===== config.mk =====
export PLATFORM = sky130hd
export DESIGN_NAME = tli_table
export DESIGN_NICKNAME = d
export VERILOG_FILES = /design/src/tli_pkg.sv /design/src/tli_table.sv
export SDC_FILE = /design/constraint.sdc
export NUM_CORES = 2
export LEC_CHECK = 0
export BUFFER_PORTS_ARGS = -buffer_cell sky130_fd_sc_hd__buf_2
export CAP_MARGIN = 30
export CORE_UTILIZATION = 35
export CTS_BUF_LIST = sky130_fd_sc_hd__clkbuf_4 sky130_fd_sc_hd__clkbuf_8 sky130_fd_sc_hd__clkbuf_16
export CTS_CLUSTER_DIAMETER = 100
export CTS_CLUSTER_SIZE = 14
export DETAILED_ROUTE_END_ITERATION = 10
export PLACE_DENSITY = 0.53
export SYNTH_ARGS = -nofsm -noshare
export SYNTH_HDL_FRONTEND = slang
export SYNTH_SLANG_ARGS = --single-unit

===== constraint.sdc =====
create_clock -name clock -period 6.4 [get_ports clock]
set_input_delay 0.32 -clock clock [delete_from_list [all_inputs] [get_ports clock]]
set_output_delay 0.32 -clock clock [all_outputs]
set_load 0.1 [all_outputs]

===== src/tli_pkg.sv =====
// Shared constants, types and codes for the table linear interpolator.
package tli_pkg;

   localparam int VALUE_BITS  = 32;
   localparam int ENTRY_BITS  = 6;
   localparam int TABLE_DEPTH = 1 << ENTRY_BITS;
   localparam int CFG_BITS    = 7;
   localparam int CFG_RESET   = 64;
   localparam int CNT_BITS    = $clog2(VALUE_BITS + 1);

   typedef logic signed [VALUE_BITS-1:0] val_type;
   typedef logic signed [VALUE_BITS:0]   diff_type;
   typedef logic [VALUE_BITS-1:0]        mag_type;
   typedef logic [2*VALUE_BITS-1:0]      prod_type;
   typedef logic [ENTRY_BITS-1:0]        addr_type;

   localparam val_type VAL_MAX = {1'b0, {(VALUE_BITS-1){1'b1}}};
   localparam val_type VAL_MIN = {1'b1, {(VALUE_BITS-1){1'b0}}};

   localparam logic ACTION_WRITE = 1'b0;
   localparam logic ACTION_QUERY = 1'b1;

   typedef enum logic [1:0] {
      STATUS_INTERP     = 2'd0,
      STATUS_CLAMP_LOW  = 2'd1,
      STATUS_CLAMP_HIGH = 2'd2,
      STATUS_SPAN_FAULT = 2'd3
   } status_type;

   typedef struct packed {
      logic busy;
      logic done;
      logic overflow;
   } div_status_type;

endpackage


===== src/tli_table.sv =====
// Breakpoint memory: one write port, one registered read port, {x, y} per entry.
module tli_table (
   input  logic                                clock,
   input  logic                                wr_en,
   input  tli_pkg::addr_type                   wr_addr,
   input  logic [2*tli_pkg::VALUE_BITS-1:0]    wr_data,
   input  tli_pkg::addr_type                   rd_addr,
   output logic [2*tli_pkg::VALUE_BITS-1:0]    rd_data
);

   logic [2*tli_pkg::VALUE_BITS-1:0] entry_mem_ff [tli_pkg::TABLE_DEPTH];
   logic [2*tli_pkg::VALUE_BITS-1:0] rd_data_ff;

   always_ff @(posedge clock) begin
      if (wr_en) begin
         entry_mem_ff[wr_addr] <= wr_data;
      end
      rd_data_ff <= entry_mem_ff[rd_addr];
   end

   assign rd_data = rd_data_ff;

endmodule


# Yosys cells after proc, flatten, opt, wreduce, memory -nomap -nowiden
# Memory sizes are Yosys's and may differ from the RTL's. A register that Yosys moved wholly into a read port is not among the register bits.
# Index checks and enable logic that the tools add are counted.
dict set report totals {
  memories 1
  inputBits 78
  out_inout_bits 64
  register_bits 0
  wordCells 3
  ramBits 4096
}
dict set report classes {
  muxes 2
}
# memory depth width read_ports rd_clocked_by_memory_dff wr line_no
set mem_list {}
lappend mem_list {entry_mem_ff 64 64 1 1 1 tli_table.sv:11} ;# logic [2*tli_pkg::VALUE_BITS-1:0] entry_mem_ff [tli_pkg::TABLE_DEPTH];
# cell count
set ops {}
lappend ops {{1-bit 2-to-1 mux} 2}

# Depth between registers and ports, before layout
dict set report depth {
  depth_word 2
  mapped_depth 9
  ltp_nobuf 5
}

# Least setup slack after synthesis
# No wires, ideal clock.
dict set report synth_path {
  path_type {input to register}
  startpoint {in wr_addr[3]}
  endpoint {mem entry_mem_ff[48][0] (netlist name) (enable)}
  path_buffers 1
  setup_slack_ns 0.644
  t_arrival_ns 5.192
  path_stages 4
  setup_time_ns 0.564
  path_cell_list {clkbuf_1 -> nor2b_1 -> nand4b_1 -> nor3_1}
}
# element line_no
set synth_rtl {}
lappend synth_rtl {{start, declared} tli_table.sv:5} ;# input tli_pkg::addr_type wr_addr,
lappend synth_rtl {{end, declared} tli_table.sv:11}
# No word-level cell before the write port.

==> out/results.tsv <==
stage	metric	value	unit
status	status	finished, final reports clean	
clock_tree	worst skew pair latency	0.96	ns
global_routing	largest net degree at the start of global routing	115	
layout	Layout fillers	39096	
worst_setup_path	CP endpoint kind	flop	
floorplan	full die area	0.449	mm2
synth	EDFF count, synth	4096	
power	maximum ir drop on the vdd rail	0.203	mV
floorplan	io pins	142	
place	Post-DP HPWL	246	mm
clock_tree	CTS root buf	clkbuf_16	
power	P per Cell Area	302	mW/mm2
timing	fmax	358	MHz
synth	largest family of logic cells by synthesized area	multiplexers	
clock_tree	# resized after CTS	0	
timing	clk_skew	0.0348	ns
floorplan	Die Span Y	670	um
timing	Slew Viols, Final	0	
floorplan	Starting Density	35.1	%
timing	Max-slew headroom	25.9	%
global_routing	vias in the first global route	75930	
worst_setup_path	crit-path cells	buf_2 > nor2b_4 > buf_12 > buf_4 > a22oi_1 > and3_1 > a211oi_1	
global_routing	total gr overflow	0	
synth	Post-Synth Adder-Cell Area	0	%
layout	final core occ	39.9	%
drt	vias	74712	
synth	XOR/XNOR Fraction of Synth Area	0	%
global_routing	GR Util All Layers	20.3	%
power	Lkg Pwr	0.0544	uW
place	gp weighted congestion	0.767	
synth	complex-gate fraction of the synthesized area	2.48	%
synth	Most used DFF post-synth	edfxtp_1	
global_routing	initial antenna violation count	45	
floorplan	Rows	245	
timing	Worst Tran Pin Value	1.11	ns
hold_path	Hold Crit Class	input pin to flop	
clock_tree	total setup buffers inserted after CTS	0	
synth	Synthesis Warnings	0	
drt	Vias/cell	5.67	
worst_setup_path	critical path class	input pin to flop	
timing	RSZ-0062 raised after global routing	false	
worst_setup_path	WP data required	7.18	ns
clock_tree	CTS H-tree depth	5	
synth	Gate Count Post-Synth	6598	
floorplan	core footprint	0.445	mm2
worst_setup_path	CP Launch Type	input pin	
timing	final hold violation count	0	
clock_tree	hold_buf cts	16	
synth	simple-gate share of the synthesized area	1.24	%
synth	most frequent cell after synthesis	edfxtp_1	
worst_setup_path	Worst path max stage delay	0.66	ns
clock_tree	CTS tree	built	
synth	Distinct cells, synth	33	
synth	top cells by count, synth	edfxtp_1, mux4_2, buf_2	
drt	Final ANT Viol Nets	0	
place	placed insts	12531	
flow_run	Max Cap Viol	0	
synth	syn avg cell area	23.7	um2
floorplan	Chip Width	670	um
synth	Post-synth ARST share	0	%
synth	cell taking the most area after synthesis	edfxtp_1	
drt	drt drc	0	
synth	top post-synthesis cells by area	edfxtp_1, mux4_2, mux2i_1	
global_routing	first-pass GRT wire length	637	mm
layout	post-route cell area	0.177	mm2
drt	final wirelength	463	mm
layout	fraction of layout cells with a size suffix above 1	28.8	%
worst_setup_path	Critical-path top delay cell	buf_2	
layout	Final Non-Filler Cells	13180	
synth	multiplexer share of the synthesized area	15.6	%
synth	Mapped Area	0.156	mm2
synth	Synth top area share	78.7	%
layout	area added between synthesis and finish	13.5	%
place	placed instance area	0.166	mm2
place	I/O Buffers	141	
clock_tree	Clock Pin Slew Worst Setup and Hold Paths	0.07	ns
timing	final setup TNS	0	ns
clock_tree	CTS sink count	4160	
clock_tree	CTS buffer count	335	
timing	fin crit share	43.6	%
worst_setup_path	crit path max fanout	68	
timing	Tmin final	2.79	ns
synth	register area share after synthesis	79.5	%
drt	routed len/inst	35.1	um
synth	synthesized flop and latch total	4160	
synth	syn nets	6676	
timing	# setup viols final	0	
worst_setup_path	WP data arrival	3.57	ns
clock_tree	Max Root-Sink Buffers	4	
layout	nets	7116	
drt	Initial DRT Pass Iterations	5	
drt	DRT iter0 DRCs	9729	
## metal layers
metal	vias up	track usage, %	part of all wire, %
met4	2	4.49	2.2
met3	525	2.87	6.8
met5	-	0	0.0030
met2	3054	33.3	49
met1	41890	28.8	42
li1	29241	-	-
## registers in the layout (all words and copies together) (netlist names)
register	count
entry_mem_ff	4096
rd_data	64
## report_power, final
group	internal, uW	total (uW)	switching, uW
logic	1030	3170	2130
registers	30100	30300	157
clock network	10700	20200	9520
total	41800	53600	11800
## worst paths after layout
check	start	endpoint	slack [ns]	cells after the start
worst max-delay path	rd_addr[3]	rd_data[9]$_DFF_P_	3.61	7
worst min-delay path	wr_data[30]	entry_mem_ff[62][30]$_DFFE_PP_	0.07	2
worst max register to register	entry_mem_ff[54][17]$_DFFE_PP_	rd_data[17]$_DFF_P_	4.19	5
worst min register to register	entry_mem_ff[52][62]$_DFFE_PP_	rd_data[62]$_DFF_P_	0.86	4
## logic make-up after synthesis
kind of cell	after synthesis
mux	1159
flops	4160
simple gates	386
buf+inv	389
compound gates	504
## through the flow
| step | power [uW] | hold WS (ns) | setup slack (ns) |
|---|---|---|---|
| 2_1_floorplan | 32600 | 0.419 | 0.644 |
| 3_3_place_gp | 33900 | 0.827 | 1.69 |
| 3_5_place_dp | 34000 | 0.655 | 2.66 |
| 4_1_cts | 54000 | 0.0444 | 3.66 |
| 5_1_grt | 55100 | 0.0809 | 3.68 |
| 6_report | 53600 | 0.0655 | 3.61 |
## cell usage in the layout (no fill, tap or decap), drive strengths merged
cell type,instances
dfxtp,64
a31oi,18
clkbuf,512
inv,28
a41oi,26
a2bb2oi,19
or2,28
clkinv,10
nand4,2
a31o,1
o221ai,38
nand3,45
diode,20
a22oi,168
nand4b,1
nand3b,2
a211oi,63
o22ai,83
mux2i,135
nand2b,11
nor2,112
and3,64
a22o,88
mux4,1024
nor2b,28
nand2,58
or3,29
dlygate4sd3,56
buf,417
or3b,1
nor3,2
edfxtp,4096
and2,3
## worst max-delay path, delay by kind of cell
family	cells	cell delay (ns)
buf+inv	3	1.67
compound gates	2	0.66
simple gates	2	0.75
## area by class of cell
class | instances | area, um2 | share of cell area, %
flip-flops and latches | 4160 | 124000 | 70.0
repair buffers | 473 | 4720 | 2.66
clock inverters | 19 | 292 | 0.164
clock buffers | 512 | 9870 | 5.56
inverters | 19 | 71.3 | 0.0402
diodes | 20 | 50.0 | 0.0282
well taps | 5928 | 7420 | 4.18
multi-input cells | 2049 | 30800 | 17.3
Note: power is estimated with default switching activity, not from simulation.
