$ cat src/tli_pkg.sv
// Shared constants, types and codes for the table linear interpolator.
package tli_pkg;

   localparam int VALUE_BITS  = 32;
   localparam int ENTRY_BITS  = 6;
   localparam int TABLE_DEPTH = 1 << ENTRY_BITS;
   localparam int CFG_BITS    = 7;
   localparam int CFG_RESET   = 64;
   localparam int CNT_BITS    = $clog2(VALUE_BITS + 1);

   typedef logic signed [VALUE_BITS-1:0] val_type;
   typedef logic signed [VALUE_BITS:0]   diff_type;
   typedef logic [VALUE_BITS-1:0]        mag_type;
   typedef logic [2*VALUE_BITS-1:0]      prod_type;
   typedef logic [ENTRY_BITS-1:0]        addr_type;

   localparam val_type VAL_MAX = {1'b0, {(VALUE_BITS-1){1'b1}}};
   localparam val_type VAL_MIN = {1'b1, {(VALUE_BITS-1){1'b0}}};

   localparam logic ACTION_WRITE = 1'b0;
   localparam logic ACTION_QUERY = 1'b1;

   typedef enum logic [1:0] {
      STATUS_INTERP     = 2'd0,
      STATUS_CLAMP_LOW  = 2'd1,
      STATUS_CLAMP_HIGH = 2'd2,
      STATUS_SPAN_FAULT = 2'd3
   } status_type;

   typedef struct packed {
      logic busy;
      logic done;
      logic overflow;
   } div_status_type;

endpackage

$ cat src/tli_div.sv
// Restoring divider, one quotient bit per cycle, with up-front overflow check.
module tli_div (
   input  logic                     clock,
   input  logic                     reset,
   input  logic                     start,
   input  tli_pkg::prod_type        dividend,
   input  tli_pkg::mag_type         divisor,
   output tli_pkg::mag_type         quotient,
   output tli_pkg::div_status_type  sts
);

   localparam int VB = tli_pkg::VALUE_BITS;

   logic                      busy_ff, busy_in;
   logic                      done_ff, done_in;
   logic                      ovf_ff, ovf_in;
   logic [tli_pkg::CNT_BITS-1:0] cnt_ff, cnt_in;
   tli_pkg::mag_type          rem_ff, rem_in;
   tli_pkg::mag_type          shq_ff, shq_in;
   tli_pkg::mag_type          dsr_ff, dsr_in;

   logic [VB:0] trial;
   logic [VB:0] trial_diff;
   logic        fits;

   // shared subtract/compare
   assign trial      = {rem_ff, shq_ff[VB-1]};
   assign trial_diff = trial - {1'b0, dsr_ff};
   assign fits       = trial >= {1'b0, dsr_ff};

   always_comb begin
      busy_in = busy_ff;
      done_in = 1'b0;
      ovf_in  = ovf_ff;
      cnt_in  = cnt_ff;
      rem_in  = rem_ff;
      shq_in  = shq_ff;
      dsr_in  = dsr_ff;
      if (start) begin
         dsr_in = divisor;
         rem_in = dividend[2*VB-1:VB];
         shq_in = dividend[VB-1:0];
         cnt_in = tli_pkg::CNT_BITS'(VB);
         // upper half at or above divisor: quotient needs more than VB bits
         if (dividend[2*VB-1:VB] >= divisor) begin
            ovf_in  = 1'b1;
            done_in = 1'b1;
         end else begin
            ovf_in  = 1'b0;
            busy_in = 1'b1;
         end
      end else if (busy_ff) begin
         rem_in = fits ? trial_diff[VB-1:0] : trial[VB-1:0];
         shq_in = {shq_ff[VB-2:0], fits};
         cnt_in = cnt_ff - tli_pkg::CNT_BITS'(1);
         if (cnt_ff == tli_pkg::CNT_BITS'(1)) begin
            busy_in = 1'b0;
            done_in = 1'b1;
         end
      end
   end

   always_ff @(posedge clock) begin
      if (reset) begin
         busy_ff <= 1'b0;
         done_ff <= 1'b0;
         cnt_ff  <= '0;
      end else begin
         busy_ff <= busy_in;
         done_ff <= done_in;
         cnt_ff  <= cnt_in;
      end
      ovf_ff <= ovf_in;
      rem_ff <= rem_in;
      shq_ff <= shq_in;
      dsr_ff <= dsr_in;
   end

   assign quotient     = shq_ff;
   assign sts.busy     = busy_ff;
   assign sts.done     = done_ff;
   assign sts.overflow = ovf_ff;

endmodule

$ cat config.mk
export PLATFORM = sky130hd
export DESIGN_NAME = tli_div
export DESIGN_NICKNAME = d
export VERILOG_FILES = /design/src/tli_pkg.sv /design/src/tli_div.sv
export SDC_FILE = /design/constraint.sdc
export NUM_CORES = 1
export LEC_CHECK = 0
export ABC_AREA = 1
export BUFFER_PORTS_ARGS = -buffer_cell sky130_fd_sc_hd__buf_4
export CAP_MARGIN = 15
export CORE_MARGIN = 2
export CORE_UTILIZATION = 55
export CTS_CLUSTER_SIZE = 8
export DETAILED_ROUTE_END_ITERATION = 10
export GPL_TIMING_DRIVEN = 1
export PLACE_DENSITY = 0.79
export SYNTH_ARGS = -nofsm -noshare
export SYNTH_HDL_FRONTEND = slang
export SYNTH_SLANG_ARGS = --single-unit
$ cat constraint.sdc
create_clock -name clock -period 3.1 [get_ports clock]
set_input_delay 0.62 -clock clock [delete_from_list [all_inputs] [get_ports clock]]
set_output_delay 0.62 -clock clock [all_outputs]
set_load 0.03 [all_outputs]
==> After elaboration in Yosys (flattened, before gate mapping) <==
Index checks and enable logic that the tools add are counted.
{ "totals": {"ff_bits": 105, "in_bits": 99, "out_inout_bits": 35, "elab_cells": 31} }
{ "classes": {"addsub": 2, "n_lt_le_gt_ge": 2, "eq_ne": 2, "mux": 15, "n_reduce_logical": 2} }
{ "op_table": {"columns": ["cell", "count"], "rows": [
  ["$mux W32", 5],
  ["$ge A33 B32 Y1", 1],
  ["$ge A32 B32 Y1", 1],
  ["$sub A32 B32 Y32", 1],
  ["$mux W6", 2],
  ["$mux W1", 8],
  ["$eq A6 B1 Y1 const B", 1],
  ["$sub A6 B1 Y6 const B", 1],
  ["$ne A2 B2 Y1 const B", 1],
  ["$reduce_bool A2 Y1", 1],
  ["$reduce_or A2 Y1", 1]
]} }

==> Depth between registers and ports, before layout <==
{ "logic_depth": {"word_depth": 4, "depth_mapped": 17, "mapped_depth_nobuf": 16} }

==> Worst setup path before layout <==
Ideal clock, no wire load.
{ "synth_timing": {"path_type": "input port to flip-flop", "from": "in start", "to": "reg shq_ff[0], in the netlist quotient[0], enable pin", "setup_time_ns": 0.424, "t_arrival_ns": 2.286, "t_required_ns": 2.676, "path_slack_ns": 0.389, "stages": 3, "path_buffers": 1, "cell_sequence": "clkinv_1 > buf_2 > nand2_1"} }
{ "synth_between": {"elab_chain_cells": 1} }
{ "synth_rtl": {"columns": ["item", "line", "rtl"], "rows": [
  ["start: declaration", "tli_div.sv:5", "input logic start,"],
  ["$reduce_bool A2 Y1 (no source line)", null, null],
  ["end signal: assignment", "tli_div.sv:75", "shq_ff <= shq_in;"],
  ["end: declaration", "tli_div.sv:19", "tli_pkg::mag_type shq_ff, shq_in;"]
]} }
Every way passes these cells.
A chain may end at the register's enable or synchronous reset.

==> Final worst setup path <==
{ "layout_timing": {"from": "reg rem_ff[27]", "to": "reg rem_ff[25], data pin"} }
{ "layout_between": {"elab_chain_cells": 4} }
{ "layout_rtl": {"columns": ["item", "line", "rtl"], "rows": [
  ["start: declaration", "tli_div.sv:18", "tli_pkg::mag_type rem_ff, rem_in;"],
  ["start signal: assignment", "tli_div.sv:74", "rem_ff <= rem_in;"],
  ["$ge A33 B32 Y1", "tli_div.sv:29", "assign fits = trial >= {1'b0, dsr_ff};"],
  ["$mux W32", "tli_div.sv:53", "rem_in = fits ? trial_diff[VB-1:0] : trial[VB-1:0];"],
  ["$mux W32", "tli_div.sv:52", "end else if (busy_ff) begin"],
  ["$mux W32", "tli_div.sv:39", "if (start) begin"],
  ["via rem_in[25]", "tli_div.sv:18", null]
]} }
The timed path passes the listed nets, and every way through them passes these cells. The select of a mux whose other input is x is not followed.

==> results.cfg <==
[outcome]
status = complete, no violations

[pwr]
p_sw_w = 0.00223
power.sequential.fraction = 0.348
leakage_nw = 5.21
p_comb_frac = 0.428
peakVddDrop_mv = 0.362
p_int_w = 0.00323
p_sw_frac = 0.408
powerDensity_nw_per_um2 = 571
finalPower_w = 0.00547
pwr-share-clk = 0.224

[global_route]
grt_antenna_before_repair = 1
grt_max_degree = 70
first_global_vias = 7243
met1_usage = 0.346
top_usage_layer = met2
grt_pass1_wl_um = 34900
use_met3 = 0.0766
overflow = 0
track_usage = 0.276
met2_usage = 0.455

[setup_path]
crit_slowest_cell = edfxtp_1
path_common_cell = nand2_1
critPathCaptureType = flip-flop
max_stage_delay_ns = 0.41
crit_buf_inv = 0
cp.arrival_ns = 2.81
required_ns = 3.22
crit_chain = ha_1 -> a21oi_1 -> nand2_1 -> a21oi_2 -> nand2_2 -> nor2_8 -> nand2_8 -> nand2_1 -> nand2_1 -> nand2_1 -> nand2_1
path_delay_family = simple AND/OR/NAND/NOR gates
crit_type = flip-flop to flip-flop
cp_max_fo = 33
critPathLaunchType = flip-flop

[clock_tree]
clockBufferDepth = 2
clkTransAtPathRegs_ns = 0.08
cts-root-buf = clkbuf_16
cts_htree_levels = 3
hold_buffers = 0
cts_tree = yes
cts_resized = 0
cts_buffers = 9
insertion_delay_ns = 0.37
cts_setup_buffers = 0
cts_sinks = 105

[route]
vias = 7409
drt_iter0_drc = 514
wire_per_inst_um = 14.5
viasPerCell = 5.08
dr.pass1.iters = 6
ant_nets = 0
routed_wl_um = 21200
drt_drc_violations_left = 0

[sta]
rsz0062_at_grt = false
worst_slew_pin_slew_ns = 0.726
finalMaxSlewViolations = 0
period_share = 0.868
tns_ns = 0
fmax_mhz = 372
max_slew_margin = 0.516
hold_violations = 0
period_needed_ns = 2.69
setup_slack_ns = 0.409
hold_ws_ns = 0.410
setup_viol = 0
fin_skew_ns = 0.0125

[yosys]
avgSynthCellArea_um2 = 7.11
synth_cell_type_count = 37
async_flop_share = 0
yosysWarnings = 0
synth_area_um2 = 8130
synth_edf_count = 97
synth-main-ff-cell = edfxtp_1
synthTopCellsByArea = edfxtp_1, nand2_1, ha_1, inv_1, nand3_1
synth_cells = 1143
synth-seq-cells = 105
yosysMostFrequentCell = nand2_1
yosysTopAreaCell = edfxtp_1
syn_nets = 1309
synth_top_area_frac = 0.358
seq_area_frac_synth = 0.378
yosys-top-cells-count = nand2_1, inv_1, edfxtp_1

[floorplanning]
dieWidth_um = 126
initial_core_util = 0.561
placementRows = 44
dieArea_um2 = 15800
coreArea_um2 = 14500
die_h_um = 126
io_pins = 134

[final_layout]
fillers = 1290
antenna_cells = 0
drive_gt1_frac = 0.148
fin_nets = 1435
fin_area_um2 = 9580
syn_to_final_growth_pct = 17.9

[place]
dpl_cell_area_um2 = 9260
finalWeightedCongestion = 0.991
dp_slack_ns = 0.416
dp_hpwl_um = 16500
portBuffers = 133

[min_path]
hold_class = input port to flip-flop

[job]
maxCapViolations = 0
[power groups by stage]
stage	clock (W)	combinational [W]	sequential, W
after CTS	0.00124	0.00232	0.00190
after floorplan	0	0.00162	0.00199
after detailed placement	0	0.00230	0.00192
final	0.00123	0.00234	0.00190
after global placement	0	0.00227	0.00192
after global routing	0.00129	0.00264	0.00192
[routing by layer]
metal | vias up | share of wire | wire length [um]
met4 | 2 | 0.026 | 549
met3 | 40 | 0.086 | 1810
li1 | 3812 | - | -
met1 | 3296 | 0.43 | 9040
met5 | - | 0.00047 | 10
met2 | 259 | 0.46 | 9750
[area by class of cell]
type,count,area (um^2),share of cell area
timing repair buffer,141,1060,0.111
clock buffer,9,225,0.0235
clock inverter,7,91.3,0.00954
tap,184,230,0.0240
inverter,209,785,0.0819
multi-input combinational,803,4120,0.430
sequential,105,3070,0.321
[layout by cell type (no fill, tap or decap), drive strengths merged, types with 9 or more instances in the layout]
cell and count:
nand2 486, inv 212, buf 141, edfxtp 97, nand3 72, ha 66, nor2 61, a21oi 39
nand3b 25, xnor2 15, nand4 11, clkbuf 9
[logic make-up after synthesis]
| kind of cell | count (synthesis) | share of synthesized area |
|---|---|---|
| buffers and inverters | 235 | 0.116 |
| AND/OR/NAND/NOR | 667 | 0.350 |
| AO/OA/AOI/OAI | 54 | 0.0359 |
| adder cells (fa/ha/maj) | 67 | 0.104 |
| flip-flops | 105 | 0.378 |
| XOR/XNOR | 15 | 0.0162 |
[final timing paths]
path,start,endpoint,slack [ns],depth (start not counted)
min,reset,done_ff,0.41,2
max,rem_ff[27],rem_ff[25],0.41,11
min reg2reg,cnt_ff[0],cnt_ff[0],0.49,2
max reg2reg,rem_ff[27],rem_ff[25],0.41,11
[registers in the layout, summed over array words and instances (netlist names)]
register,count
done_ff,1
ovf_ff,1
busy_ff,1
rem_ff,32
dsr_ff,32
quotient,32
cnt_ff,6
[through the flow]
stage               utilization  instances
CTS                       0.662       1458
global placement          0.640       1442
floorplan                     -       1143
global route              0.662       1458
detailed placement        0.640       1442
finish                    0.662       1458
[worst reg2reg max path, stage by stage, from the launching register on]
cell	delay, ns
edfxtp_1	0.41
ha_1	0.39
a21oi_1	0.32
nand2_1	0.11
a21oi_2	0.16
nand2_2	0.11
nor2_8	0.35
nand2_8	0.23
nand2_1	0.19
nand2_1	0.06
nand2_1	0.06
nand2_1	0.05
No activity file was read; power rests on OpenSTA's default activity.
